$ cat src/sv/crc_pkg.sv
// shared types and constants for the congestion rate controller
`default_nettype none

package crc_pkg;

  localparam int RATE_W = 32;
  localparam int US_W = 24;
  localparam int MUL_A_W = 32;
  localparam int MUL_B_W = 24;
  localparam int MUL_P_W = MUL_A_W + MUL_B_W;
  localparam int QUO_W = MUL_P_W;
  localparam int QCNT_W = $clog2(QUO_W);
  localparam int IDX_W = 2;

  // register indexes
  localparam logic [IDX_W-1:0] REG_CEILING = 2'd0;
  localparam logic [IDX_W-1:0] REG_FLOOR = 2'd1;
  localparam logic [IDX_W-1:0] REG_START = 2'd2;

  localparam logic [RATE_W-1:0] DEF_CEILING = 32'd40000000;
  localparam logic [RATE_W-1:0] DEF_FLOOR = 32'd1000000;
  localparam logic [RATE_W-1:0] DEF_START = 32'd0;

  // bytes per interval to bits per second
  localparam logic [MUL_B_W-1:0] BIT_US_SCALE = 24'd8000000;
  // 16-bit fractions: 0.75, 0.85, 0.9
  localparam logic [MUL_B_W-1:0] FRAC_075 = 24'd49152;
  localparam logic [MUL_B_W-1:0] FRAC_085 = 24'd55706;
  localparam logic [MUL_B_W-1:0] FRAC_090 = 24'd58982;
  localparam logic [RATE_W-1:0] PROBE_MIN_STEP = 32'd500000;

  localparam logic [1:0] DEEP_MAX = 2'd3;
  localparam logic [2:0] CLEAN_MAX = 3'd7;

  typedef enum logic [2:0] {
    S_IDLE,
    S_MUL_RATE,
    S_DIV_LOAD,
    S_DIV,
    S_EVAL,
    S_MUL_CUT,
    S_MUL_CAP,
    S_CUT
  } seq_state_t;

  typedef struct packed {
    logic busy;
    logic done;
  } div_sts_t;

endpackage

`default_nettype wire

$ cat src/sv/crc_mul.sv
// shared registered multiplier
`default_nettype none

module crc_mul
  import crc_pkg::*;
(
  input  wire logic               clk,
  input  wire logic [MUL_A_W-1:0] a,
  input  wire logic [MUL_B_W-1:0] b,
  output logic      [MUL_P_W-1:0] p
);

  always_ff @(posedge clk) begin
    p <= MUL_P_W'(a) * MUL_P_W'(b);
  end

endmodule

`default_nettype wire

$ cat src/sv/crc_div.sv
// iterative restoring divider, one quotient bit per cycle
`default_nettype none

module crc_div
  import crc_pkg::*;
(
  input  wire logic              clk,
  input  wire logic              rst,
  input  wire logic              start,
  input  wire logic [QUO_W-1:0]  dividend,
  input  wire logic [US_W-1:0]   divisor,
  output logic      [QUO_W-1:0]  quotient,
  output div_sts_t               sts
);

  logic [US_W-1:0]   rem;
  logic [US_W-1:0]   dvs;
  logic [QCNT_W-1:0] cnt;
  logic [US_W:0]     rem_sh;
  logic [US_W:0]     rem_sub;
  logic              fits;

  always_comb begin
    rem_sh = {rem, quotient[QUO_W-1]};
    rem_sub = rem_sh - {1'b0, dvs};
    fits = rem_sh >= {1'b0, dvs};
  end

  always_ff @(posedge clk) begin
    if (rst) begin
      sts.busy <= 1'b0;
      sts.done <= 1'b0;
      cnt <= '0;
    end else begin
      sts.done <= 1'b0;
      if (start) begin
        sts.busy <= 1'b1;
        cnt <= '0;
      end else if (sts.busy) begin
        cnt <= cnt + 1'b1;
        if (cnt == QCNT_W'(QUO_W - 1)) begin
          sts.busy <= 1'b0;
          sts.done <= 1'b1;
        end
      end
    end
  end

  always_ff @(posedge clk) begin
    if (start) begin
      quotient <= dividend;
      rem <= '0;
      dvs <= divisor;
    end else if (sts.busy) begin
      quotient <= {quotient[QUO_W-2:0], fits};
      rem <= fits ? rem_sub[US_W-1:0] : rem_sh[US_W-1:0];
    end
  end

endmodule

`default_nettype wire

$ cat src/sv/congestion_rate_controller_unit.sv
// aimd target bitrate controller, top level with sequencer
// usage:
//   one input beat per reporting interval on in_valid/in_stall, carrying
//   interval_us, tx_bytes, flush_count, backlog_bytes, queue_budget
//   one result beat per input on out_valid/out_stall: changed, new_target,
//   is_cut (new_target and is_cut are zero when changed is low)
//   config beats on cfg_valid/cfg_ready: cfg_index 0 ceiling, 1 floor,
//   2 start rate; a write reinitializes target and counters, index 3 ignored
// processing:
//   a zero-length interval is marked pending as its beat is taken, then
//   moves to the output register; otherwise one multiply for the bit count,
//   one divider load, the restoring divider (56 quotient bits and a done
//   strobe), the evaluation and the move into the output register; a cut adds
//   cut-factor and cap multiplies on the shared multiplier, then the cut step
//   in_stall stays high while an item is in work; one item at a time, the
//   next beat is taken in the cycle the result moves to the output register
// reset: registers return to 40 Mbit/s ceiling, 1 Mbit/s floor, start at
//   the ceiling, cooldown counter full, run counters clear
// stall: the result sits in an output register; the next item is taken
//   meanwhile, and its result waits in the sequencer until the slot frees
`default_nettype none

module congestion_rate_controller_unit
  import crc_pkg::*;
#(
  parameter int COOLDOWN_US = 750000,
  parameter int PROBE_INTERVALS = 5,
  parameter int DEEP_INTERVALS = 2
) (
  input  wire logic              clk,
  input  wire logic              rst,
  // input channel
  input  wire logic              in_valid,
  output logic                   in_stall,
  input  wire logic [US_W-1:0]   interval_us,
  input  wire logic [31:0]       tx_bytes,
  input  wire logic [7:0]        flush_count,
  input  wire logic [31:0]       backlog_bytes,
  input  wire logic [31:0]       queue_budget,
  // result channel
  output logic                   out_valid,
  input  wire logic              out_stall,
  output logic                   changed,
  output logic [RATE_W-1:0]      new_target,
  output logic                   is_cut,
  // config channel
  input  wire logic              cfg_valid,
  output logic                   cfg_ready,
  input  wire logic [IDX_W-1:0]  cfg_index,
  input  wire logic [RATE_W-1:0] cfg_data
);

  localparam logic [US_W-1:0] COOL = US_W'(COOLDOWN_US);
  localparam logic [2:0] PROBE_TH = 3'(PROBE_INTERVALS);
  localparam logic [1:0] DEEP_TH = 2'(DEEP_INTERVALS);

  seq_state_t state, state_next;

  // config registers
  logic [RATE_W-1:0] ceiling_rate, floor_rate, start_rate;
  logic [RATE_W-1:0] ceiling_next, floor_next, start_next;
  logic              cfg_hit;
  logic [RATE_W-1:0] init_floor, init_target;

  // controller state
  logic [RATE_W-1:0] target_rate;
  logic [US_W-1:0]   time_since_cut;
  logic [1:0]        deep_run;
  logic [2:0]        clean_run;

  // latched beat
  logic [US_W-1:0]   item_us;
  logic [31:0]       item_bytes;
  logic [7:0]        item_flush;
  logic [31:0]       item_queued;
  logic [31:0]       item_cap;

  // pending result
  logic              res_changed;
  logic [RATE_W-1:0] res_target;
  logic              res_cut;
  logic [RATE_W-1:0] cut_rate;

  // shared units
  logic [MUL_A_W-1:0] mul_a;
  logic [MUL_B_W-1:0] mul_b;
  logic [MUL_P_W-1:0] mul_p;
  logic               div_start;
  logic [QUO_W-1:0]   measured;
  div_sts_t           div_sts;

  logic accept, out_load;

  crc_mul u_mul (
    .clk (clk),
    .a   (mul_a),
    .b   (mul_b),
    .p   (mul_p)
  );

  crc_div u_div (
    .clk      (clk),
    .rst      (rst),
    .start    (div_start),
    .dividend (mul_p),
    .divisor  (item_us),
    .quotient (measured),
    .sts      (div_sts)
  );

  // config write decode and reinit values from the written registers
  always_comb begin
    ceiling_next = ceiling_rate;
    floor_next = floor_rate;
    start_next = start_rate;
    cfg_hit = 1'b0;
    if (cfg_valid && cfg_ready) begin
      unique case (cfg_index)
        REG_CEILING: begin
          ceiling_next = cfg_data;
          cfg_hit = 1'b1;
        end
        REG_FLOOR: begin
          floor_next = cfg_data;
          cfg_hit = 1'b1;
        end
        REG_START: begin
          start_next = cfg_data;
          cfg_hit = 1'b1;
        end
        default: ;
      endcase
    end
    init_floor = (floor_next < ceiling_next) ? floor_next : ceiling_next;
    if (start_next == '0) begin
      init_target = ceiling_next;
    end else if (start_next < init_floor) begin
      init_target = init_floor;
    end else if (start_next > ceiling_next) begin
      init_target = ceiling_next;
    end else begin
      init_target = start_next;
    end
  end

  // interval evaluation
  logic [US_W:0]     tsum;
  logic [US_W-1:0]   tsc_upd;
  logic              flushed, cap_nz, deep, busy_q;
  logic [1:0]        deep_upd;
  logic [2:0]        clean_pre, clean_inc;
  logic              cut_path, cut_blocked, quiet;
  logic [RATE_W-1:0] probe_step;
  logic [RATE_W:0]   probe_sum;
  logic [RATE_W-1:0] probe_tgt;
  logic [RATE_W-1:0] eff_floor, cap_rate, cut_a, cut_b;

  always_comb begin
    tsum = {1'b0, time_since_cut} + {1'b0, item_us};
    tsc_upd = tsum[US_W] ? '1 : tsum[US_W-1:0];
    flushed = item_flush != '0;
    cap_nz = item_cap != '0;
    deep = cap_nz && ({item_queued, 1'b0} > {1'b0, item_cap});
    busy_q = cap_nz && ({item_queued, 3'b000} > {3'b000, item_cap});
    if (!deep) begin
      deep_upd = '0;
    end else if (deep_run == DEEP_MAX) begin
      deep_upd = DEEP_MAX;
    end else begin
      deep_upd = deep_run + 1'b1;
    end
    clean_pre = (flushed || deep) ? '0 : clean_run;
    clean_inc = (clean_pre == CLEAN_MAX) ? CLEAN_MAX : clean_pre + 1'b1;
    cut_path = flushed || (deep_upd >= DEEP_TH);
    // link not behind, or still inside the cooldown
    cut_blocked = (tsc_upd < COOL) || (measured >= QUO_W'(target_rate));
    quiet = {measured, 1'b0} < (QUO_W + 1)'(target_rate);
    probe_step = (ceiling_rate >> 4) < PROBE_MIN_STEP ? PROBE_MIN_STEP
                                                      : ceiling_rate >> 4;
    probe_sum = {1'b0, target_rate} + {1'b0, probe_step};
    probe_tgt = (probe_sum > {1'b0, ceiling_rate}) ? ceiling_rate
                                                   : probe_sum[RATE_W-1:0];
    // cut decision; measured fits 32 bits here since it is below target
    eff_floor = (floor_rate < ceiling_rate) ? floor_rate : ceiling_rate;
    cap_rate = mul_p[47:16];
    cut_a = (flushed && measured != '0 && cap_rate < cut_rate) ? cap_rate : cut_rate;
    cut_b = (cut_a < eff_floor) ? eff_floor : cut_a;
  end

  // result waiting for the output register
  logic res_pending;

  assign accept = in_valid && !in_stall;
  assign out_load = (state == S_IDLE) && res_pending && (!out_valid || !out_stall);

  // next state
  always_comb begin
    state_next = state;
    unique case (state)
      S_IDLE: begin
        if (accept && !(res_pending && !out_load)) begin
          state_next = (interval_us == '0) ? S_IDLE : S_MUL_RATE;
        end
      end
      S_MUL_RATE: state_next = S_DIV_LOAD;
      S_DIV_LOAD: state_next = S_DIV;
      S_DIV: begin
        if (div_sts.done) begin
          state_next = S_EVAL;
        end
      end
      S_EVAL: state_next = (cut_path && !cut_blocked) ? S_MUL_CUT : S_IDLE;
      S_MUL_CUT: state_next = S_MUL_CAP;
      S_MUL_CAP: state_next = S_CUT;
      S_CUT: state_next = S_IDLE;
      default: state_next = S_IDLE;
    endcase
  end

  // sequencer outputs
  always_comb begin
    in_stall = 1'b1;
    cfg_ready = 1'b0;
    div_start = 1'b0;
    mul_a = item_bytes;
    mul_b = BIT_US_SCALE;
    unique case (state)
      S_IDLE: begin
        // a finished result that cannot move to the output register holds off the next beat
        in_stall = res_pending && !out_load;
        cfg_ready = !res_pending;
      end
      S_DIV_LOAD: div_start = 1'b1;
      S_MUL_CUT: begin
        mul_a = target_rate;
        mul_b = flushed ? FRAC_075 : FRAC_085;
      end
      S_MUL_CAP: begin
        mul_a = measured[MUL_A_W-1:0];
        mul_b = FRAC_090;
      end
      default: ;
    endcase
  end

  // control and state registers
  always_ff @(posedge clk) begin
    if (rst) begin
      state <= S_IDLE;
      out_valid <= 1'b0;
      res_pending <= 1'b0;
      ceiling_rate <= DEF_CEILING;
      floor_rate <= DEF_FLOOR;
      start_rate <= DEF_START;
      target_rate <= DEF_CEILING;
      time_since_cut <= COOL;
      deep_run <= '0;
      clean_run <= '0;
    end else begin
      state <= state_next;
      if (out_load) begin
        out_valid <= 1'b1;
      end else if (!out_stall) begin
        out_valid <= 1'b0;
      end
      if (accept) begin
        // zero interval finishes at once
        res_pending <= interval_us == '0;
      end else if (state == S_EVAL && !(cut_path && !cut_blocked)) begin
        res_pending <= 1'b1;
      end else if (state == S_CUT) begin
        res_pending <= 1'b1;
      end else if (out_load) begin
        res_pending <= 1'b0;
      end
      if (cfg_hit) begin
        ceiling_rate <= ceiling_next;
        floor_rate <= floor_next;
        start_rate <= start_next;
        target_rate <= init_target;
        time_since_cut <= COOL;
        deep_run <= '0;
        clean_run <= '0;
      end else if (state == S_EVAL) begin
        time_since_cut <= tsc_upd;
        deep_run <= deep_upd;
        priority if (cut_path || quiet) begin
          clean_run <= clean_pre;
        end else if (busy_q) begin
          clean_run <= '0;
        end else if (clean_inc < PROBE_TH) begin
          clean_run <= clean_inc;
        end else begin
          clean_run <= '0;
          if (target_rate < ceiling_rate) begin
            target_rate <= probe_tgt;
          end
        end
      end else if (state == S_CUT && cut_b < target_rate) begin
        time_since_cut <= '0;
        deep_run <= '0;
        target_rate <= cut_b;
      end
    end
  end

  // payload registers
  always_ff @(posedge clk) begin
    if (accept) begin
      item_us <= interval_us;
      item_bytes <= tx_bytes;
      item_flush <= flush_count;
      item_queued <= backlog_bytes;
      item_cap <= queue_budget;
      res_changed <= 1'b0;
      res_target <= '0;
      res_cut <= 1'b0;
    end
    if (state == S_EVAL && !cut_path && !quiet && !busy_q && clean_inc >= PROBE_TH
        && target_rate < ceiling_rate) begin
      res_changed <= 1'b1;
      res_target <= probe_tgt;
      res_cut <= 1'b0;
    end
    if (state == S_MUL_CAP) begin
      cut_rate <= mul_p[47:16];
    end
    if (state == S_CUT && cut_b < target_rate) begin
      res_changed <= 1'b1;
      res_target <= cut_b;
      res_cut <= 1'b1;
    end
    if (out_load) begin
      changed <= res_changed;
      new_target <= res_target;
      is_cut <= res_cut;
    end
  end

  // checks
  a_target_le_ceiling: assert property (@(posedge clk) disable iff (rst)
    target_rate <= ceiling_rate)
    else $error("target above ceiling");

  a_nochange_zero: assert property (@(posedge clk) disable iff (rst)
    out_valid && !changed |-> new_target == '0 && !is_cut)
    else $error("no-change beat with payload");

  a_div_done_in_div: assert property (@(posedge clk) disable iff (rst)
    div_sts.done |-> state == S_DIV)
    else $error("divider finished outside its wait state");

  a_idle_div_quiet: assert property (@(posedge clk) disable iff (rst)
    state == S_IDLE |-> !div_sts.busy)
    else $error("divider busy while idle");

  a_pending_not_lost: assert property (@(posedge clk) disable iff (rst)
    res_pending && state == S_IDLE && out_valid && out_stall |=> res_pending)
    else $error("pending result dropped under stall");

endmodule

`default_nettype wire
$ cat config.mk
export PLATFORM = sky130hd
export DESIGN_NAME = congestion_rate_controller_unit
export DESIGN_NICKNAME = d
export VERILOG_FILES = /design/src/sv/crc_pkg.sv /design/src/sv/crc_mul.sv /design/src/sv/crc_div.sv /design/src/sv/congestion_rate_controller_unit.sv
export SDC_FILE = /design/constraint.sdc
export NUM_CORES = 2
export LEC_CHECK = 0
export ABC_AREA = 0
export BUFFER_PORTS_ARGS = -buffer_cell sky130_fd_sc_hd__buf_2
export CORE_MARGIN = 3
export CORE_UTILIZATION = 30
export DETAILED_ROUTE_END_ITERATION = 7
export PLACE_DENSITY = 0.55
export RECOVER_POWER = 100
export SLEW_MARGIN = 20
export SYNTH_ARGS = -nofsm -noshare
export SYNTH_HDL_FRONTEND = slang
export SYNTH_SLANG_ARGS = --single-unit
export TNS_END_PERCENT = 20
$ cat constraint.sdc
create_clock -name clk -period 10.9 [get_ports clk]
set_clock_uncertainty 0.1 [all_clocks]
set_input_delay 0.545 -clock clk [delete_from_list [all_inputs] [get_ports clk]]
set_output_delay 0.545 -clock clk [all_outputs]
set_load 0.05 [all_outputs]
# After elaboration in Yosys (flattened, before gate mapping)
# Index checks and enable logic that the tools add are counted.
[totals]
rom_bits = 0
register_bits = 558
word_cells = 193
output_inout_bits = 37
latchBits = 0
ramBits = 0
inputBits = 167
memories = 0
[classes]
n_mul = 1
add_sub_neg = 6
n_reduce_logical = 54
shifts = 0
muxes = 64
div_mod_pow = 0
magnitude_cmp = 19
bitwise = 1
eq_ne = 19
[ops]
columns = ["cell", "count"]
rows = [
  ["two-way mux 32 bit", 24],
  ["< comparator 32 bit", 7],
  ["two-way mux 56 bit", 2],
  ["two-way mux 24 bit", 4],
  ["> comparator 33 x 32 -> 1 bit", 2],
  ["case mux 32 bit (2 select lines)", 1],
  ["< comparator 57 x 32 -> 1 bit", 1],
  ["greater-or-equal comparator 56 x 32 -> 1 bit", 1],
  ["nonzero test 56 bit", 1],
  ["multiplier 32 x 23 -> 55 bit", 1],
  ["case mux 23 bit (2 select lines)", 1],
  ["> comparator 35 x 32 -> 1 bit", 1],
  ["adder 32 x 28 -> 33 bit", 1],
  ["> comparator 32 bit", 1],
  ["logical NOT 32 bit", 1],
  ["nonzero test 32 bit", 1],
  ["< comparator 28 x 19 -> 1 bit, second input constant", 1],
  ["two-way mux 28 bit", 1],
  ["adder 24 x 24 -> 25 bit", 1],
  ["greater-or-equal comparator 25 x 24 -> 1 bit", 1],
  ["logical NOT 24 bit", 1],
  ["< comparator 24 x 20 -> 1 bit, second input constant", 1],
  ["two-way mux 3 bit", 8],
  ["case mux 3 bit (8 select lines)", 1],
  ["33 further kinds", 99],
]

# Logic depth before layout (Yosys ltp)
[depth]
ltp_word = 13
ltp_mapped = 38
depth_no_buf = 32

# Hierarchy
# A second synthesis with hierarchy kept.
[unflattened]
hier_cells = 6643
hier_area_um2 = 61076.1
[modules_own_cells]
columns = ["mod", "cells_per_inst", "seq_area_each_um2", "instances", "area_per_inst_um2"]
rows = [
  ["congestion_rate_controller_unit", 3268, 10069.7, 1, 29413.2],
  ["crc_mul", 2874, 1121.1, 1, 25778.5],
  ["crc_div", 501, 3042.9, 1, 5884.4],
]

# Least setup slack after synthesis
# No wires, ideal clock.
[synth_path]
path_kind = "register to register"
start = "register state[1]"
end = "register u_mul.p[53]"
setup_ns = 0.072
stages_incl_launch_ff = 33
arrival_ns = 9.272
period_less_slack_ns = 9.444
path_buffers = 2
required_ns = 10.728
path_slack_ns = 1.456
cell_sequence = "dfxtp_1 -> buf_1 -> nand2_1 -> nor2_1 -> clkbuf_1 -> nand2_1 -> o21ai_0 -> nor2_1 -> nor2_1 -> inv_1 -> fa_1 -> inv_1 -> fa_1 -> fa_1 -> inv_1 -> fa_1 -> inv_1 -> fa_1 -> fa_1 -> fa_1 -> ha_1 -> and3_1 -> a31o_2 -> a21oi_1 -> nand2_1 -> a311oi_1 -> nor2_1 -> a41o_1 -> a21oi_1 -> nor4bb_1 -> nor3_1 -> a211oi_1 -> xnor2_1"
[synth_via]
elab_chain_len = 3
elab_cells_between_ends = 5
cone_classes = "mul (1); eq/ne (2); mux (2)"
[synth_lines]
columns = ["element", "line", "rtl"]
rows = [
  ["start: declaration", "congestion_rate_controller_unit.sv:57", "seq_state_t state, state_next;"],
  ["start signal: assignment", "congestion_rate_controller_unit.sv:260", "state <= state_next;"],
  ["equality test 3 bit", "congestion_rate_controller_unit.sv:227", "unique case (state)"],
  ["case mux 32 bit (2 select lines) / case mux 23 bit (2 select lines) (equally long branches)", "congestion_rate_controller_unit.sv:227", ""],
  ["multiplier 32 x 23 -> 55 bit (*)", "crc_mul.sv:14", "p <= MUL_P_W'(a) * MUL_P_W'(b);"],
  ["end signal: assignment", "crc_mul.sv:14", ""],
  ["end: declaration", "crc_mul.sv:10", "output logic [MUL_P_W-1:0] p"],
]
# Every way passes the cells marked *; elsewhere a longest branch is shown, timed or not.
# A chain may end at the register's enable or synchronous reset.

# Worst setup path after layout
[layout_path]
start = "register ceiling_rate[14]"
end = "register res_target[25] (data pin)"
[layout_via]
elab_chain_len = 7
elab_cells_between_ends = 15
cone_classes = "add/sub (1); order compare (6); mux (6); reduce/logical (2)"
[layout_lines]
columns = ["element", "line", "rtl"]
rows = [
  ["start: declaration", "congestion_rate_controller_unit.sv:60", "logic [RATE_W-1:0] ceiling_rate, floor_rate, start_rate;"],
  ["start signal: assignment", "congestion_rate_controller_unit.sv:277", "ceiling_rate <= ceiling_next;"],
  ["< comparator 28 x 19 -> 1 bit / < comparator 32 bit (equally long branches)", "congestion_rate_controller_unit.sv:178, congestion_rate_controller_unit.sv:184", ""],
  ["two-way mux 28 bit / two-way mux 32 bit (equally long branches)", "congestion_rate_controller_unit.sv:178, congestion_rate_controller_unit.sv:184", ""],
  ["adder 32 x 28 -> 33 bit / < comparator 32 bit (equally long branches)", "congestion_rate_controller_unit.sv:180, congestion_rate_controller_unit.sv:187", ""],
  ["> comparator 33 x 32 -> 1 bit / two-way mux 32 bit (equally long branches)", "congestion_rate_controller_unit.sv:181, congestion_rate_controller_unit.sv:187", ""],
  ["two-way mux 32 bit / < comparator 32 bit (equally long branches)", "congestion_rate_controller_unit.sv:181, congestion_rate_controller_unit.sv:328", ""],
  ["two-way mux 32 bit / logical AND 1 bit (equally long branches)", "congestion_rate_controller_unit.sv:319, congestion_rate_controller_unit.sv:328", ""],
  ["two-way mux 32 bit (*)", "congestion_rate_controller_unit.sv:328", "if (state == S_CUT && cut_b < target_rate) begin"],
  ["end signal: assignment", "congestion_rate_controller_unit.sv:322", "res_target <= probe_tgt;"],
  ["end signal: assignment", "congestion_rate_controller_unit.sv:330", "res_target <= cut_b;"],
  ["end: declaration", "congestion_rate_controller_unit.sv:80", "logic [RATE_W-1:0] res_target;"],
]
# Marked as above.

==> summary.txt <==
outcome: complete, but fails checks
failing checks: max-capacitance violations, max-slew violations
FF+latch count, synth: 556
TritonCTS Sinks: 556
core region area: 182,000 sq um
vias per cell: 5.04
Post-Synth Simple-Gate Area: 11.7%
net count after synthesis: 7,255
register area share after synthesis: 25.8%
Longest Clk Path Bufs: 3
Slew Limit Fails: 503
post-route DRC violation count: 0
FF-to-FF Start: ceiling_rate[14]$_SDFFE_PP1P_
count leader, synth: inv_1
routability cong.: 0.950
# rows: 156
CTS tree: yes
commonest cells in the netlist: 995 x inv_1, 744 x ha_1, 537 x fa_1
hold path cells: 3
Critical Path Slowest Stage Cell: dlymetal6s2s_1
Overflow after GRT: 0
dominant cells by area after synthesis: fa_1 20%, ha_1 17%, edfxtp_1 17%
critical path type: reg2reg
DRT antenna net count: 0
Mapped Cells: 5,807
CTS resizes: 0
capturing point of the worst reg2reg path: res_target[25]$_DFFE_PP_
Period minus WS final: 10,370 ps
worst reg-to-reg path cell count: 30
1st-iter DRT viols: 3,291
Reg clk slew, reported paths: 60 ps
final period utilization: 95.2%
Slew headroom: -140%
worst-margin pin slew: 3600 ps
synthesized cell area: 55,100 sq um
worst hold path class: in2reg
share of cells above drive strength 1: 5.21%
Post-Synth XOR/XNOR Area: 1.91%
Compound-Gate Fraction of Synth Area: 12.6%
number of flops mapped to enable cells by yosys: 306
Area Overhead vs Synth: 13.2%
H-tree depth: 3
Final Hold Fails: 0
mux cell area share after synthesis: 3.64%
DRT Pass-1 Iters: 6
yosys warns: 0
vias: 43,200
largest family of logic cells by synthesized area: adder cells
largest net degree at the start of global routing: 73
die width: 434 um
WP data required: 11,200 ps
mean area per synthesized cell: 9.48 sq um
FF-to-FF setup slack: 530 ps
DPL Wire Length: 148 mm
post-synthesis adder-cell area fraction: 36.4%
final WL: 179 mm
Synth top area share: 19.5%
Startpoint Class: register
Worst-Skew Late Latency: 710 ps
first-pass GRT wire length: 271 mm
unrepaired setup endpoints after global routing: no
Worst Min Path Start: out_stall
gr usage total: 18.9%
Synth Flop Type: edfxtp_1
Core Util, Final: 34.3%
Initial Utilization: 30.3%
Final nets: 7,589
Distinct cells, synth: 103
Fmax: 0.0964 GHz
CP max stage delay: 1900 ps
CP Capture Type: register
Final setup viols: 0
port buffer count: 203
fraction of registers with async set/reset: 0%
vias in the first global route: 43,600
initial antenna violation count: 9
CP max FO: 52
# IOs: 204
die area: 189,000 sq um
max-cap violations: 11
data arrival time of the worst path: 10,670 ps
total CTS buffers: 70
root buf cell: clkbuf_16
Die H: 434 um
TNS Setup: 0 ps
Filler Cells Inserted: 18,600
Synth area leader: fa_1
Hold EP: out_valid$_SDFFE_PP0P_
Routed wire per std cell: 20.9 um
[layout by cell type (no fill, tap or decap), drive strengths merged, types with 17 or more instances in the layout]
| cell type | count |
|---|---|
| a211oi | 54 |
| a21o | 99 |
| a21oi | 302 |
| a221oi | 34 |
| a31oi | 30 |
| and2 | 34 |
| and3 | 17 |
| buf | 155 |
| clkbuf | 215 |
| clkinv | 27 |
| dfxtp | 250 |
| dlygate4sd3 | 128 |
| edfxtp | 306 |
| fa | 537 |
| ha | 744 |
| inv | 1001 |
| mux2i | 183 |
| nand2 | 531 |
| nand2b | 38 |
| nand3 | 71 |
| nand4 | 82 |
| nor2 | 441 |
| nor2b | 31 |
| nor3 | 64 |
| nor4 | 52 |
| o2111ai | 17 |
| o211ai | 40 |
| o21a | 42 |
| o21ai | 302 |
| o21bai | 25 |
| xnor2 | 83 |
| xor2 | 37 |
[area by class of cell]
type,count,area [sq um],share of cell area (%)
inverters,996,3740,6.00
clock buffers,88,1870,3.00
well taps,2370,2970,4.76
clock inverters,42,362,0.580
repair buffers,411,2690,4.32
multi-input cells,4106,36500,58.5
diodes,6,15.0,0.0241
flip-flops and latches,556,14200,22.8
[worst max-delay path: cells and delay by family (launching register included)]
| family | cells | cell delay [ps] |
|---|---|---|
| and+or+nand+nor | 12 | 2660 |
| adders and majority gates | 3 | 930 |
| buffers and inverters | 5 | 2930 |
| DFF | 1 | 380 |
| AOI/OAI and AO/OA | 9 | 2520 |
| muxes | 1 | 540 |
[repair_timing]
action / 4_1_cts / 5_1_grt
buffers inserted: 0 / 0
hold buffers: 128 / 0
hold endpoints to repair: 128 / 0
[logic make-up after synthesis]
kind of cell,count (synthesis)
flip-flops,556
adder cells (fa/ha/maj),1281
buffers and inverters,1145
multiplexers,197
XOR/XNOR,120
AO/OA/AOI/OAI,1083
AND/OR/NAND/NOR,1425
[metal layers]
| metal | part of all wire [%] | track usage [%] | vias up | routed length, um |
|---|---|---|---|---|
| met4 | 3.2 | 5.59 | 0 | 5660 |
| met5 | 0 | 0 | - | 0 |
| met1 | 44 | 25.8 | 21200 | 79400 |
| li1 | - | - | 20400 | - |
| met2 | 47 | 31.2 | 1377 | 83500 |
| met3 | 5.9 | 2.71 | 220 | 10600 |
[sequential cells by signal, indices dropped and copies added, names as in the netlist, 2 cells and up]
| signal | count |
|---|---|
| time_since_cut | 24 |
| deep_run | 2 |
| u_div.cnt | 6 |
| u_div.dvs | 24 |
| state | 3 |
| floor_rate | 32 |
| target_rate | 32 |
| u_div.quotient | 56 |
| item_queued | 32 |
| item_bytes | 32 |
| item_flush | 8 |
| item_cap | 32 |
| item_us | 24 |
| u_mul.p | 54 |
| cut_rate | 32 |
| u_div.sts | 2 |
| new_target | 32 |
| ceiling_rate | 32 |
| start_rate | 32 |
| clean_run | 3 |
| res_target | 32 |
| u_div.rem | 24 |
[per-stage QoR]
step                cells  cell area (sq um)  hold slack, ps  worst slack, ps
finish               8575              62300            79.1              528
global route         8570              62300            55.8              169
CTS                  8569              62600            29.7              887
detailed placement   8311              59100             305              952
global placement     8311              59100             304             1130
floorplan            5807              55100             300             1460
[worst max-delay path by stage]
stage / endpoint / cells past startpoint / start
after floorplan: u_mul.p[53]$_DFF_P_ / 32 / state[1]$_SDFFE_PP0P_
after global placement: u_mul.p[53]$_DFF_P_ / 30 / state[0]$_SDFFE_PP0P_
after detailed placement: u_mul.p[53]$_DFF_P_ / 30 / state[0]$_SDFFE_PP0P_
after CTS: u_mul.p[53]$_DFF_P_ / 30 / state[0]$_SDFFE_PP0P_
after global routing: res_target[25]$_DFFE_PP_ / 33 / ceiling_rate[14]$_SDFFE_PP1P_
final: res_target[25]$_DFFE_PP_ / 30 / ceiling_rate[14]$_SDFFE_PP1P_
Power is left out: the tool's default activity adds up to more than one toggle a clock period on the data nets, which glitch-free logic cannot reach.
